$ cat config.mk
export PLATFORM = sky130hd
export DESIGN_NAME = multi_resolution_timer_bank
export DESIGN_NICKNAME = d
export VERILOG_FILES = /design/src/design/mrtb_pkg.sv /design/src/design/multi_resolution_timer_bank.sv /design/src/design/mrtb_front.sv /design/src/design/mrtb_queue.sv /design/src/design/mrtb_back.sv
export SDC_FILE = /design/constraint.sdc
export NUM_CORES = 2
export LEC_CHECK = 0
export BUFFER_PORTS_ARGS = -buffer_cell sky130_fd_sc_hd__buf_4
export CORE_UTILIZATION = 31
export CTS_CLUSTER_DIAMETER = 50
export DETAILED_ROUTE_END_ITERATION = 10
export GPL_TIMING_DRIVEN = 0
export PLACE_DENSITY = 0.44
export SKIP_CTS_REPAIR_TIMING = 1
export SLEW_MARGIN = 20
export SYNTH_ARGS = -nofsm -noshare
export SYNTH_HDL_FRONTEND = slang
export SYNTH_SLANG_ARGS = --single-unit
$ cat constraint.sdc
create_clock -name i_clk -period 13 [get_ports i_clk]
set_clock_uncertainty 0.05 [all_clocks]
set_input_delay 1.3 -clock i_clk [delete_from_list [all_inputs] [get_ports i_clk]]
set_output_delay 1.3 -clock i_clk [all_outputs]
set_load 0.005 [all_outputs]
$ cat src/design/mrtb_pkg.sv
// Shared types, codes and constants of the multi-resolution timer bank.
`default_nettype none
package mrtb_pkg;

    localparam logic [2:0] OP_CREATE = 3'd0;
    localparam logic [2:0] OP_DELETE = 3'd1;
    localparam logic [2:0] OP_START  = 3'd2;
    localparam logic [2:0] OP_STOP   = 3'd3;
    localparam logic [2:0] OP_TICK   = 3'd4;
    localparam logic [2:0] OP_CHECK  = 3'd5;

    localparam logic [1:0] BANK_FAST = 2'd0;
    localparam logic [1:0] BANK_MID  = 2'd1;
    localparam logic [1:0] BANK_SLOW = 2'd2;
    localparam logic [1:0] BANK_NONE = 2'd3;

    localparam logic [1:0] CH_FREE = 2'd0;
    localparam logic [1:0] CH_STOP = 2'd1;
    localparam logic [1:0] CH_RUN  = 2'd2;

    localparam logic [1:0] REG_ENABLE = 2'd0;
    localparam logic [1:0] REG_MID    = 2'd1;
    localparam logic [1:0] REG_SLOW   = 2'd2;

    // Reciprocals for the interval divide: x/10 and x/100 are exact for 16-bit x.
    localparam logic [15:0] RECIP_10  = 16'd52429;
    localparam int          SHIFT_10  = 19;
    localparam logic [17:0] RECIP_100 = 18'd167773;
    localparam int          SHIFT_100 = 24;

    typedef struct packed {
        logic [2:0]  op;
        logic [1:0]  bank;
        logic        ch_ok;
        logic [7:0]  loc;
        logic [16:0] reload;
        logic        cyclic;
    } t_cmd;

    typedef struct packed {
        logic        last;
        logic [2:0]  ch;
        logic [6:0]  unit;
        logic        fired;
        logic        ok;
    } t_result;

    function automatic logic [6:0] bank_unit(input logic [1:0] bank);
        logic [6:0] u;
        case (bank)
            BANK_FAST: u = 7'd1;
            BANK_MID:  u = 7'd10;
            BANK_SLOW: u = 7'd100;
            default:   u = 7'd0;
        endcase
        return u;
    endfunction

endpackage
`default_nettype wire

$ cat src/design/multi_resolution_timer_bank.sv
// Top level: a multi-resolution timer bank with streaming input and result ports.
// Delete, start, stop and disabled operations pass the front register and the queue and are
// answered from idle into the result register. Create scans for a free channel; tick and enabled
// check sweep all FAST+MID+SLOW channels one per cycle, a check pausing while a result waits.
// A two-entry queue lets new beats enter while the execution unit is busy.
// Reset (synchronous, active low) frees every channel, clears the prescalers, loads defaults.
`default_nettype none
module multi_resolution_timer_bank #(
    parameter int FAST_CHANNELS = 8,
    parameter int MID_CHANNELS  = 8,
    parameter int SLOW_CHANNELS = 8
) (
    input  wire logic        i_clk,
    input  wire logic        i_rst_n,
    input  wire logic        i_cfg_we,
    input  wire logic [1:0]  i_cfg_idx,
    input  wire logic [5:0]  i_cfg_data,
    input  wire logic        i_s_tvalid,
    output logic             o_s_tready,
    // unit_ms[7:0], channel[15:8], interval_ms[31:16], cyclic[32], zeros above
    input  wire logic [39:0] i_s_tdata,
    // operation[2:0]
    input  wire logic [2:0]  i_s_tuser,
    output logic             o_m_tvalid,
    input  wire logic        i_m_tready,
    // ok[0], fired[1], out_unit_ms[8:2], out_channel[11:9], zeros above
    output logic [15:0]      o_m_tdata,
    output logic             o_m_tlast
);

    logic              fr_valid;
    logic              q_ready;
    mrtb_pkg::t_cmd    fr_cmd;
    logic              q_valid;
    logic              q_pop;
    mrtb_pkg::t_cmd    q_cmd;
    mrtb_pkg::t_result res;

    mrtb_front #(
        .FAST_CHANNELS(FAST_CHANNELS),
        .MID_CHANNELS (MID_CHANNELS),
        .SLOW_CHANNELS(SLOW_CHANNELS)
    ) u_front (
        .i_clk        (i_clk),
        .i_rst_n      (i_rst_n),
        .i_valid      (i_s_tvalid),
        .o_ready      (o_s_tready),
        .i_op         (i_s_tuser),
        .i_unit_ms    (i_s_tdata[7:0]),
        .i_channel    (i_s_tdata[15:8]),
        .i_interval_ms(i_s_tdata[31:16]),
        .i_cyclic     (i_s_tdata[32]),
        .o_valid      (fr_valid),
        .i_ready      (q_ready),
        .o_cmd        (fr_cmd)
    );

    mrtb_queue u_queue (
        .i_clk  (i_clk),
        .i_rst_n(i_rst_n),
        .i_push (fr_valid),
        .o_ready(q_ready),
        .i_data (fr_cmd),
        .o_valid(q_valid),
        .i_pop  (q_pop),
        .o_data (q_cmd)
    );

    mrtb_back #(
        .FAST_CHANNELS(FAST_CHANNELS),
        .MID_CHANNELS (MID_CHANNELS),
        .SLOW_CHANNELS(SLOW_CHANNELS)
    ) u_back (
        .i_clk      (i_clk),
        .i_rst_n    (i_rst_n),
        .i_cfg_we   (i_cfg_we),
        .i_cfg_idx  (i_cfg_idx),
        .i_cfg_data (i_cfg_data),
        .i_cmd_valid(q_valid),
        .o_cmd_pop  (q_pop),
        .i_cmd      (q_cmd),
        .o_valid    (o_m_tvalid),
        .i_ready    (i_m_tready),
        .o_res      (res)
    );

    assign o_m_tdata = {4'b0000, res.ch, res.unit, res.fired, res.ok};
    assign o_m_tlast = res.last;

    a_reset_quiet: assert property (@(posedge i_clk)
        $past(!i_rst_n) |-> !o_m_tvalid)
        else $error("result valid right after reset");

    a_fired_has_bank: assert property (@(posedge i_clk) disable iff (!i_rst_n)
        o_m_tvalid && o_m_tdata[1] |-> o_m_tdata[0] && (o_m_tdata[8:2] != 7'd0))
        else $error("expired channel result without ok or bank");

    a_not_last_is_fired: assert property (@(posedge i_clk) disable iff (!i_rst_n)
        o_m_tvalid && !o_m_tlast |-> o_m_tdata[1])
        else $error("non-final beat that is not an expired channel");

endmodule
`default_nettype wire

$ cat src/design/mrtb_front.sv
// Front end: decodes the bank, checks the channel and computes the reload value.
`default_nettype none
module mrtb_front #(
    parameter int FAST_CHANNELS = 8,
    parameter int MID_CHANNELS  = 8,
    parameter int SLOW_CHANNELS = 8
) (
    input  wire logic          i_clk,
    input  wire logic          i_rst_n,
    input  wire logic          i_valid,
    output logic               o_ready,
    input  wire logic [2:0]    i_op,
    input  wire logic [7:0]    i_unit_ms,
    input  wire logic [7:0]    i_channel,
    input  wire logic [15:0]   i_interval_ms,
    input  wire logic          i_cyclic,
    output logic               o_valid,
    input  wire logic          i_ready,
    output mrtb_pkg::t_cmd     o_cmd
);

    logic           r_valid;
    mrtb_pkg::t_cmd r_cmd;
    mrtb_pkg::t_cmd n_cmd;
    logic [1:0]     bank;
    logic [7:0]     size;
    logic [31:0]    prod10;
    logic [33:0]    prod100;
    logic [15:0]    quot;

    always_comb begin
        case (i_unit_ms)
            8'd1:    bank = mrtb_pkg::BANK_FAST;
            8'd10:   bank = mrtb_pkg::BANK_MID;
            8'd100:  bank = mrtb_pkg::BANK_SLOW;
            default: bank = mrtb_pkg::BANK_NONE;
        endcase
        case (bank)
            mrtb_pkg::BANK_FAST: size = 8'(FAST_CHANNELS);
            mrtb_pkg::BANK_MID:  size = 8'(MID_CHANNELS);
            mrtb_pkg::BANK_SLOW: size = 8'(SLOW_CHANNELS);
            default:             size = 8'd0;
        endcase
        prod10  = 32'(i_interval_ms) * 32'(mrtb_pkg::RECIP_10);
        prod100 = 34'(i_interval_ms) * 34'(mrtb_pkg::RECIP_100);
        case (bank)
            mrtb_pkg::BANK_MID:  quot = 16'(prod10 >> mrtb_pkg::SHIFT_10);
            mrtb_pkg::BANK_SLOW: quot = 16'(prod100 >> mrtb_pkg::SHIFT_100);
            default:             quot = i_interval_ms;
        endcase
        n_cmd.op     = i_op;
        n_cmd.bank   = bank;
        n_cmd.ch_ok  = (bank != mrtb_pkg::BANK_NONE) && (i_channel < size);
        n_cmd.loc    = i_channel;
        n_cmd.reload = 17'(quot) + 17'(!i_cyclic);
        n_cmd.cyclic = i_cyclic;
    end

    assign o_ready = !r_valid || i_ready;
    assign o_valid = r_valid;
    assign o_cmd   = r_cmd;

    always_ff @(posedge i_clk) begin
        if (!i_rst_n) begin
            r_valid <= 1'b0;
        end else if (o_ready) begin
            r_valid <= i_valid;
        end
        if (o_ready && i_valid) begin
            r_cmd <= n_cmd;
        end
    end

endmodule
`default_nettype wire

$ cat src/design/mrtb_queue.sv
// Two-entry command queue between the front end and the execution unit.
`default_nettype none
module mrtb_queue (
    input  wire logic           i_clk,
    input  wire logic           i_rst_n,
    input  wire logic           i_push,
    output logic                o_ready,
    input  mrtb_pkg::t_cmd      i_data,
    output logic                o_valid,
    input  wire logic           i_pop,
    output mrtb_pkg::t_cmd      o_data
);

    mrtb_pkg::t_cmd r_mem [2];
    logic           r_wp;
    logic           r_rp;
    logic [1:0]     r_cnt;
    logic           push_ok;
    logic           pop_ok;

    assign o_ready = (r_cnt != 2'd2);
    assign o_valid = (r_cnt != 2'd0);
    assign o_data  = r_mem[r_rp];
    assign push_ok = i_push && o_ready;
    assign pop_ok  = i_pop && o_valid;

    always_ff @(posedge i_clk) begin
        if (!i_rst_n) begin
            r_wp  <= 1'b0;
            r_rp  <= 1'b0;
            r_cnt <= 2'd0;
        end else begin
            if (push_ok) begin
                r_wp <= !r_wp;
            end
            if (pop_ok) begin
                r_rp <= !r_rp;
            end
            r_cnt <= r_cnt + 2'(push_ok) - 2'(pop_ok);
        end
        if (push_ok) begin
            r_mem[r_wp] <= i_data;
        end
    end

endmodule
`default_nettype wire

$ cat src/design/mrtb_back.sv
// Execution unit: channel state, create, tick and check scans, result register.
`default_nettype none
module mrtb_back #(
    parameter int FAST_CHANNELS = 8,
    parameter int MID_CHANNELS  = 8,
    parameter int SLOW_CHANNELS = 8
) (
    input  wire logic          i_clk,
    input  wire logic          i_rst_n,
    input  wire logic          i_cfg_we,
    input  wire logic [1:0]    i_cfg_idx,
    input  wire logic [5:0]    i_cfg_data,
    input  wire logic          i_cmd_valid,
    output logic               o_cmd_pop,
    input  mrtb_pkg::t_cmd     i_cmd,
    output logic               o_valid,
    input  wire logic          i_ready,
    output mrtb_pkg::t_result  o_res
);

    localparam int TOTAL = FAST_CHANNELS + MID_CHANNELS + SLOW_CHANNELS;
    localparam int IW    = $clog2(TOTAL);

    typedef enum logic [2:0] {S_IDLE, S_CREATE, S_TICK, S_CHECK, S_EMIT} t_state;

    t_state             r_state, n_state;
    logic [1:0]         r_bank, n_bank;
    logic [7:0]         r_loc, n_loc;
    logic [2:0]         r_sel, n_sel;
    logic               r_pend_v, n_pend_v;
    logic [6:0]         r_pend_unit, n_pend_unit;
    logic [2:0]         r_pend_ch, n_pend_ch;
    mrtb_pkg::t_result  r_res, n_res;
    mrtb_pkg::t_cmd     r_cmd, n_cmd;
    logic               r_enable;
    logic [5:0]         r_mid_div, r_slow_div;
    logic [5:0]         r_pre_mid, n_pre_mid;
    logic [5:0]         r_pre_slow, n_pre_slow;
    logic               r_o_valid;
    mrtb_pkg::t_result  r_o;

    logic [1:0]         r_status [TOTAL];
    logic [16:0]        r_count  [TOTAL];
    logic [16:0]        r_reload [TOTAL];
    logic               r_cyc    [TOTAL];

    logic [1:0]         cur_bank;
    logic [7:0]         cur_loc;
    logic [IW-1:0]      base;
    logic [IW-1:0]      flat;
    logic [7:0]         size_last;
    logic [7:0]         next_last;
    logic [1:0]         rd_status;
    logic [16:0]        rd_count;
    logic [16:0]        rd_reload;
    logic               rd_cyc;
    logic               slot;
    logic               emit;
    mrtb_pkg::t_result  res;
    logic               st_we;
    logic [1:0]         st_wdata;
    logic               cnt_we;
    logic [16:0]        cnt_wdata;
    logic               rl_we;
    logic               hit;
    logic               mid_hit, slow_hit;

    always_comb begin
        cur_bank = (r_state == S_IDLE) ? i_cmd.bank : r_bank;
        cur_loc  = (r_state == S_IDLE) ? i_cmd.loc : r_loc;
        case (cur_bank)
            mrtb_pkg::BANK_MID:  base = IW'(FAST_CHANNELS);
            mrtb_pkg::BANK_SLOW: base = IW'(FAST_CHANNELS + MID_CHANNELS);
            default:             base = '0;
        endcase
        flat = base + IW'(cur_loc);
        case (r_bank)
            mrtb_pkg::BANK_FAST: size_last = 8'(FAST_CHANNELS - 1);
            mrtb_pkg::BANK_MID:  size_last = 8'(MID_CHANNELS - 1);
            default:             size_last = 8'(SLOW_CHANNELS - 1);
        endcase
        next_last = (r_bank == mrtb_pkg::BANK_FAST) ? 8'(MID_CHANNELS - 1)
                                                    : 8'(SLOW_CHANNELS - 1);
    end

    assign rd_status = r_status[flat];
    assign rd_count  = r_count[flat];
    assign rd_reload = r_reload[flat];
    assign rd_cyc    = r_cyc[flat];
    assign slot      = !r_o_valid || i_ready;
    assign hit       = (rd_status == mrtb_pkg::CH_RUN) && (rd_count == 17'd0);
    assign mid_hit   = (7'(r_pre_mid) + 7'd1) >= 7'(r_mid_div);
    assign slow_hit  = (7'(r_pre_slow) + 7'd1) >= 7'(r_slow_div);

    always_comb begin
        n_state     = r_state;
        n_bank      = r_bank;
        n_loc       = r_loc;
        n_sel       = r_sel;
        n_pend_v    = r_pend_v;
        n_pend_unit = r_pend_unit;
        n_pend_ch   = r_pend_ch;
        n_res       = r_res;
        n_cmd       = r_cmd;
        n_pre_mid   = r_pre_mid;
        n_pre_slow  = r_pre_slow;
        o_cmd_pop   = 1'b0;
        emit        = 1'b0;
        res         = '0;
        res.last    = 1'b1;
        st_we       = 1'b0;
        st_wdata    = mrtb_pkg::CH_FREE;
        cnt_we      = 1'b0;
        cnt_wdata   = rd_reload;
        rl_we       = 1'b0;
        case (r_state)
            S_IDLE: begin
                if (i_cmd_valid && slot) begin
                    o_cmd_pop = 1'b1;
                    n_cmd     = i_cmd;
                    n_bank    = i_cmd.bank;
                    n_loc     = 8'd0;
                    case (i_cmd.op)
                        mrtb_pkg::OP_CREATE: begin
                            if (i_cmd.bank != mrtb_pkg::BANK_NONE) begin
                                n_state = S_CREATE;
                            end else begin
                                emit = 1'b1;
                            end
                        end
                        mrtb_pkg::OP_DELETE: begin
                            st_we  = i_cmd.ch_ok;
                            emit   = 1'b1;
                            res.ok = i_cmd.ch_ok;
                        end
                        mrtb_pkg::OP_START: begin
                            emit = 1'b1;
                            if (i_cmd.ch_ok && rd_status != mrtb_pkg::CH_FREE) begin
                                st_we    = 1'b1;
                                st_wdata = mrtb_pkg::CH_RUN;
                                cnt_we   = 1'b1;
                                res.ok   = 1'b1;
                            end
                        end
                        mrtb_pkg::OP_STOP: begin
                            emit = 1'b1;
                            if (i_cmd.ch_ok && rd_status != mrtb_pkg::CH_FREE) begin
                                st_we    = 1'b1;
                                st_wdata = mrtb_pkg::CH_STOP;
                                res.ok   = 1'b1;
                            end
                        end
                        mrtb_pkg::OP_TICK: begin
                            if (r_enable) begin
                                n_pre_mid  = mid_hit ? 6'd0 : r_pre_mid + 6'd1;
                                n_pre_slow = slow_hit ? 6'd0 : r_pre_slow + 6'd1;
                                n_sel      = {slow_hit, mid_hit, 1'b1};
                                n_bank     = mrtb_pkg::BANK_FAST;
                                n_res      = '0;
                                n_res.ok   = 1'b1;
                                n_res.last = 1'b1;
                                n_state    = S_TICK;
                            end else begin
                                emit = 1'b1;
                            end
                        end
                        mrtb_pkg::OP_CHECK: begin
                            if (r_enable) begin
                                n_bank   = mrtb_pkg::BANK_FAST;
                                n_loc    = 8'(FAST_CHANNELS - 1);
                                n_pend_v = 1'b0;
                                n_state  = S_CHECK;
                            end else begin
                                emit = 1'b1;
                            end
                        end
                        default: begin
                            emit = 1'b1;
                        end
                    endcase
                end
            end
            S_CREATE: begin
                if (slot) begin
                    if (rd_status == mrtb_pkg::CH_FREE) begin
                        st_we    = 1'b1;
                        st_wdata = mrtb_pkg::CH_STOP;
                        rl_we    = 1'b1;
                        emit     = 1'b1;
                        res.ok   = 1'b1;
                        res.unit = mrtb_pkg::bank_unit(r_bank);
                        res.ch   = r_loc[2:0];
                        n_state  = S_IDLE;
                    end else if (r_loc == size_last) begin
                        emit    = 1'b1;
                        n_state = S_IDLE;
                    end else begin
                        n_loc = r_loc + 8'd1;
                    end
                end
            end
            S_TICK: begin
                if (r_sel[r_bank] && rd_status == mrtb_pkg::CH_RUN && rd_count != 17'd0) begin
                    cnt_we    = 1'b1;
                    cnt_wdata = rd_count - 17'd1;
                end
                if (r_loc == size_last) begin
                    if (r_bank == mrtb_pkg::BANK_SLOW) begin
                        n_state = S_EMIT;
                    end else begin
                        n_bank = r_bank + 2'd1;
                        n_loc  = 8'd0;
                    end
                end else begin
                    n_loc = r_loc + 8'd1;
                end
            end
            S_CHECK: begin
                // A new hit pushes the held one out, so it waits for a free slot.
                if (!(hit && r_pend_v && !slot)) begin
                    if (hit) begin
                        cnt_we      = rd_cyc;
                        emit        = r_pend_v;
                        res.ok      = 1'b1;
                        res.fired   = 1'b1;
                        res.unit    = r_pend_unit;
                        res.ch      = r_pend_ch;
                        res.last    = 1'b0;
                        n_pend_v    = 1'b1;
                        n_pend_unit = mrtb_pkg::bank_unit(r_bank);
                        n_pend_ch   = r_loc[2:0];
                    end
                    if (r_loc == 8'd0) begin
                        if (r_bank == mrtb_pkg::BANK_SLOW) begin
                            n_res      = '0;
                            n_res.ok   = 1'b1;
                            n_res.last = 1'b1;
                            if (hit || r_pend_v) begin
                                n_res.fired = 1'b1;
                                n_res.unit  = n_pend_unit;
                                n_res.ch    = n_pend_ch;
                            end
                            n_state = S_EMIT;
                        end else begin
                            n_bank = r_bank + 2'd1;
                            n_loc  = next_last;
                        end
                    end else begin
                        n_loc = r_loc - 8'd1;
                    end
                end
            end
            S_EMIT: begin
                if (slot) begin
                    emit    = 1'b1;
                    res     = r_res;
                    n_state = S_IDLE;
                end
            end
            default: begin
                n_state = S_IDLE;
            end
        endcase
    end

    always_ff @(posedge i_clk) begin
        if (!i_rst_n) begin
            r_state    <= S_IDLE;
            r_enable   <= 1'b1;
            r_mid_div  <= 6'd5;
            r_slow_div <= 6'd50;
            r_pre_mid  <= 6'd0;
            r_pre_slow <= 6'd0;
            r_pend_v   <= 1'b0;
            r_o_valid  <= 1'b0;
            for (int i = 0; i < TOTAL; i++) begin
                r_status[i] <= mrtb_pkg::CH_FREE;
            end
        end else begin
            r_state    <= n_state;
            r_pre_mid  <= n_pre_mid;
            r_pre_slow <= n_pre_slow;
            r_pend_v   <= n_pend_v;
            if (st_we) begin
                r_status[flat] <= st_wdata;
            end
            if (emit) begin
                r_o_valid <= 1'b1;
            end else if (i_ready) begin
                r_o_valid <= 1'b0;
            end
            if (i_cfg_we) begin
                case (i_cfg_idx)
                    mrtb_pkg::REG_ENABLE: r_enable   <= i_cfg_data[0];
                    mrtb_pkg::REG_MID:    r_mid_div  <= i_cfg_data;
                    mrtb_pkg::REG_SLOW:   r_slow_div <= i_cfg_data;
                    default: begin
                    end
                endcase
            end
        end
        r_bank      <= n_bank;
        r_loc       <= n_loc;
        r_sel       <= n_sel;
        r_pend_unit <= n_pend_unit;
        r_pend_ch   <= n_pend_ch;
        r_res       <= n_res;
        r_cmd       <= n_cmd;
        if (emit) begin
            r_o <= res;
        end
    end

    always_ff @(posedge i_clk) begin
        if (cnt_we) begin
            r_count[flat] <= cnt_wdata;
        end
        if (rl_we) begin
            r_reload[flat] <= r_cmd.reload;
            r_cyc[flat]    <= r_cmd.cyclic;
        end
    end

    assign o_valid = r_o_valid;
    assign o_res   = r_o;

endmodule
`default_nettype wire

==> implementation parameters <==
Parameter                              Value

Route
  Routed via count ... 37000
  DRC Markers ... 0
  Antenna-violating nets left ... 0
  Average wire per cell in the routed design ... 25.0 µm
  First-pass DRT Iterations ... 5
  Initial DRC count ... 3211
  Post-DR vias/cell ... 5.11
  Sum of routed wire length over all layers ... 181000 µm

Critical path
  Cell family with most CP delay ... buffers and inverters
  Slowest CP cell ... sky130_fd_sc_hd__a21oi_1
  Slowest Stage Delay on Critical Path ... 0.90 ns
  WP data arrival ... 9.70 ns
  Crit end category ... register
  Number of cells on the worst reg-to-reg path ... 20
  Cell breakdown of the critical path ... buf_6, buf_6, clkbuf_1, buf_1, mux2i_1, o21ai_0, ha_1, xnor2_2, mux2i_2, nand2_1, and3_1, o311ai_1, or4b_1, clkbuf_1, o2111ai_1, a21oi_1, clkbuf_1, nor3_1, a21oi_2, buf_6
  Critical path buffers and inverters ... 7
  Maximum fanout count along the critical path ... 14
  Critical path launch point type ... register
  Register-to-register setup slack ... 3.87 ns
  Kind of critical path ... register to register
  R2r endpoint ... u_back.r_count[18][13]
  Required time of the critical path ... 13.56 ns

Die
  Die span in y ... 426 µm
  Initial core utilization ... 0.312
  Std-Cell Core Area ... 178000 µm²
  Horizontal extent of the die ... 426 µm
  Die footprint ... 181000 µm²
  IO Pins ... 75
  Cell Rows ... 155

Clock tree
  Deepest clock path buffer count ... 3
  Insertion delay to the later sink of the worst-skew pair ... 0.77 ns
  Clock transition at path regs ... 0.06 ns
  TritonCTS clock tree ... built
  Clk sink count ... 1091
  Number of buffers inserted during clock tree synthesis ... 135
  Root Buffer ... sky130_fd_sc_hd__clkbuf_16
  H-tree level count ... 4

Global routing
  Largest net degree at the start of global routing ... 25
  Number of global-route vias before repair ... 36900
  Global routing usage summed across all routing layers ... 0.200
  Global-route wire length before repair ... 263000 µm
  Number of antenna violations at the first check in global routing ... 3
  Leftover overflow at the end of global routing ... 0

Timing
  Post-route worst setup slack ... 3.87 ns
  RSZ-0062 raised after global routing ... false
  Tightest slew margin relative to the limit ... 0.230
  Fmax ... 0.109 GHz
  Actual transition at the worst max-transition pin ... 1.15 ns
  Sum Neg Setup Slack ... 0 ns
  Final Hold Fails ... 0
  Final Setup Violations ... 0
  Period Utilization, post-route ... 0.703
  Post-layout min period ... 9.13 ns
  Max Transition Viols Final ... 0

Yosys
  Mapped Area ... 55600 µm²
  Unique cell type count in the Yosys netlist ... 105
  EDFF count, synth ... 1055
  Cell count after synthesis ... 4477
  Leading register cell type out of synthesis ... sky130_fd_sc_hd__edfxtp_1
  Avg Cell Area, Syn ... 12.4 µm²
  Number of warnings reported in the yosys synthesis log ... 0
  Register bit total from synthesis ... 1091
  Proportion of synthesized chip area in sequential cells ... 0.583
  Fraction of registers with async set or reset after synthesis ... 0

Layout
  Area Overhead vs Synth ... 17.0%
  Fin nets ... 5299
  Number of cells in the finished layout apart from fillers ... 7237
  Final std cell area, no fill ... 65100 µm²
  Layout cells sized above 1 ... 0.133

Min path
  Path class of the lowest-slack min-delay path ... register to register
  Number of cells on the worst hold path ... 0
  Beginning of the worst hold path ... u_front.o_cmd[10]
  Hold Crit Endpoint ... u_queue.r_mem[0][10]

Placement
  Placed Cells incl. Taps ... 6991
  HPWL after detailed placement ... 130000 µm
  Area after detailed placement ... 60600 µm²
  DP Worst Slack ... 3.38 ns
  Number of buffers inserted by port buffering ... 62
  Placer Congestion ... 0.855

Flow run
  Number of max-cap violations ... 0

Run status
  Run status ... finished clean
## cell usage after synthesis, types with 84 or more instances
library cell,number,area [µm²]
sky130_fd_sc_hd__edfxtp_1,1055,31700
sky130_fd_sc_hd__a21oi_1,191,956
sky130_fd_sc_hd__mux2i_1,90,901
sky130_fd_sc_hd__clkbuf_1,94,353
sky130_fd_sc_hd__nor2_1,131,492
sky130_fd_sc_hd__nand2_1,712,2670
sky130_fd_sc_hd__o21ai_0,84,420
sky130_fd_sc_hd__ha_1,287,3590
sky130_fd_sc_hd__and3_1,84,526
sky130_fd_sc_hd__fa_1,179,3580
sky130_fd_sc_hd__inv_1,363,1360
sky130_fd_sc_hd__nand3_1,322,1610
## registers in the layout, indices dropped and copies added, names as in the netlist, 2 cells and up, named ones only
| register | cells |
|---|---|
| u_front.o_cmd | 29 |
| u_back.r_pend_unit | 7 |
| u_back.r_pend_ch | 3 |
| u_back.r_pre_slow | 6 |
| u_back.r_pre_mid | 6 |
| u_back.r_reload | 408 |
| u_back.r_res | 11 |
| u_back.r_loc | 8 |
| u_back.o_res | 13 |
| u_back.r_bank | 2 |
| u_back.r_cyc | 24 |
| u_back.r_sel | 2 |
| u_queue.r_cnt | 2 |
| u_queue.r_mem | 58 |
| u_back.r_count | 408 |
| u_back.r_cmd | 18 |
| u_back.r_slow_div | 6 |
| u_back.r_status | 64 |
| u_back.r_state | 3 |
| u_back.r_mid_div | 6 |
## area by class of cell
cell class                      instances  area [µm²]
Antenna cell                            4        10.0
Inverter                              365        1370
Timing Repair Buffer                  160        1780
Tap cell                             2355        2950
Sequential cell                      1091       32400
Clock inverter                         80         826
Multi-Input combinational cell       2801       21000
Buffer                                223        1200
Clock buffer                          158        3530
Fill cell                           17200      113000
## metrics by stage
stage,hold slack [ns],utilization
5_1_grt,0.393,0.365
4_1_cts,0.391,0.365
6_report,0.388,0.365
3_5_place_dp,0.380,0.340
2_1_floorplan,0.371,-
3_3_place_gp,0.372,0.331
## kinds of logic after synthesis
group | share of synthesized area
AOI/OAI and AO/OA | 0.0772
DFF | 0.583
and+or+nand+nor | 0.122
xor gates and xnor gates | 0.0108
buffers and inverters | 0.0461
adders and majority gates | 0.129
muxes | 0.0319
other | 0.0000674
## layout by cell type (no fill, tap or decap), types with 46 or more instances in the layout
cell	instances
sky130_fd_sc_hd__edfxtp_1	1055
sky130_fd_sc_hd__nor2_1	124
sky130_fd_sc_hd__a31oi_1	47
sky130_fd_sc_hd__ha_1	287
sky130_fd_sc_hd__and3_1	59
sky130_fd_sc_hd__clkbuf_1	111
sky130_fd_sc_hd__xnor2_1	46
sky130_fd_sc_hd__clkbuf_16	138
sky130_fd_sc_hd__nand2_1	712
sky130_fd_sc_hd__buf_2	59
sky130_fd_sc_hd__mux2_2	47
sky130_fd_sc_hd__o21ai_0	83
sky130_fd_sc_hd__mux2i_1	90
sky130_fd_sc_hd__nor3_1	51
sky130_fd_sc_hd__fa_1	179
sky130_fd_sc_hd__nand3_1	322
sky130_fd_sc_hd__buf_4	124
sky130_fd_sc_hd__a21oi_1	175
sky130_fd_sc_hd__inv_1	363
## per-layer routing
layer | global-route usage | share of wire
met1 | 0.281 | 0.46
met2 | 0.327 | 0.48
met3 | 0.0239 | 0.048
met4 | 0.0472 | 0.020
met5 | 0 | 0
## worst max-delay path by stage
| stage | to | startpoint | cells after the start | slack (ns) |
|---|---|---|---|---|
| 6_report | u_back.r_count[18][13] | register | 20 | 3.87 |
| 4_1_cts | u_back.r_count[18][13] | register | 20 | 3.87 |
| 3_5_place_dp | u_front.o_cmd[15] | i_s_tdata[20] | 30 | 3.38 |
| 2_1_floorplan | u_front.o_cmd[15] | i_s_tdata[20] | 29 | 5.15 |
| 3_3_place_gp | u_back.r_reload[13][4] | register | 18 | 1.16 |
| 5_1_grt | u_back.r_count[18][13] | register | 20 | 3.38 |
Power is not shown: default switching activity piles up to over one toggle a cycle in this logic, so the estimate is an artifact.
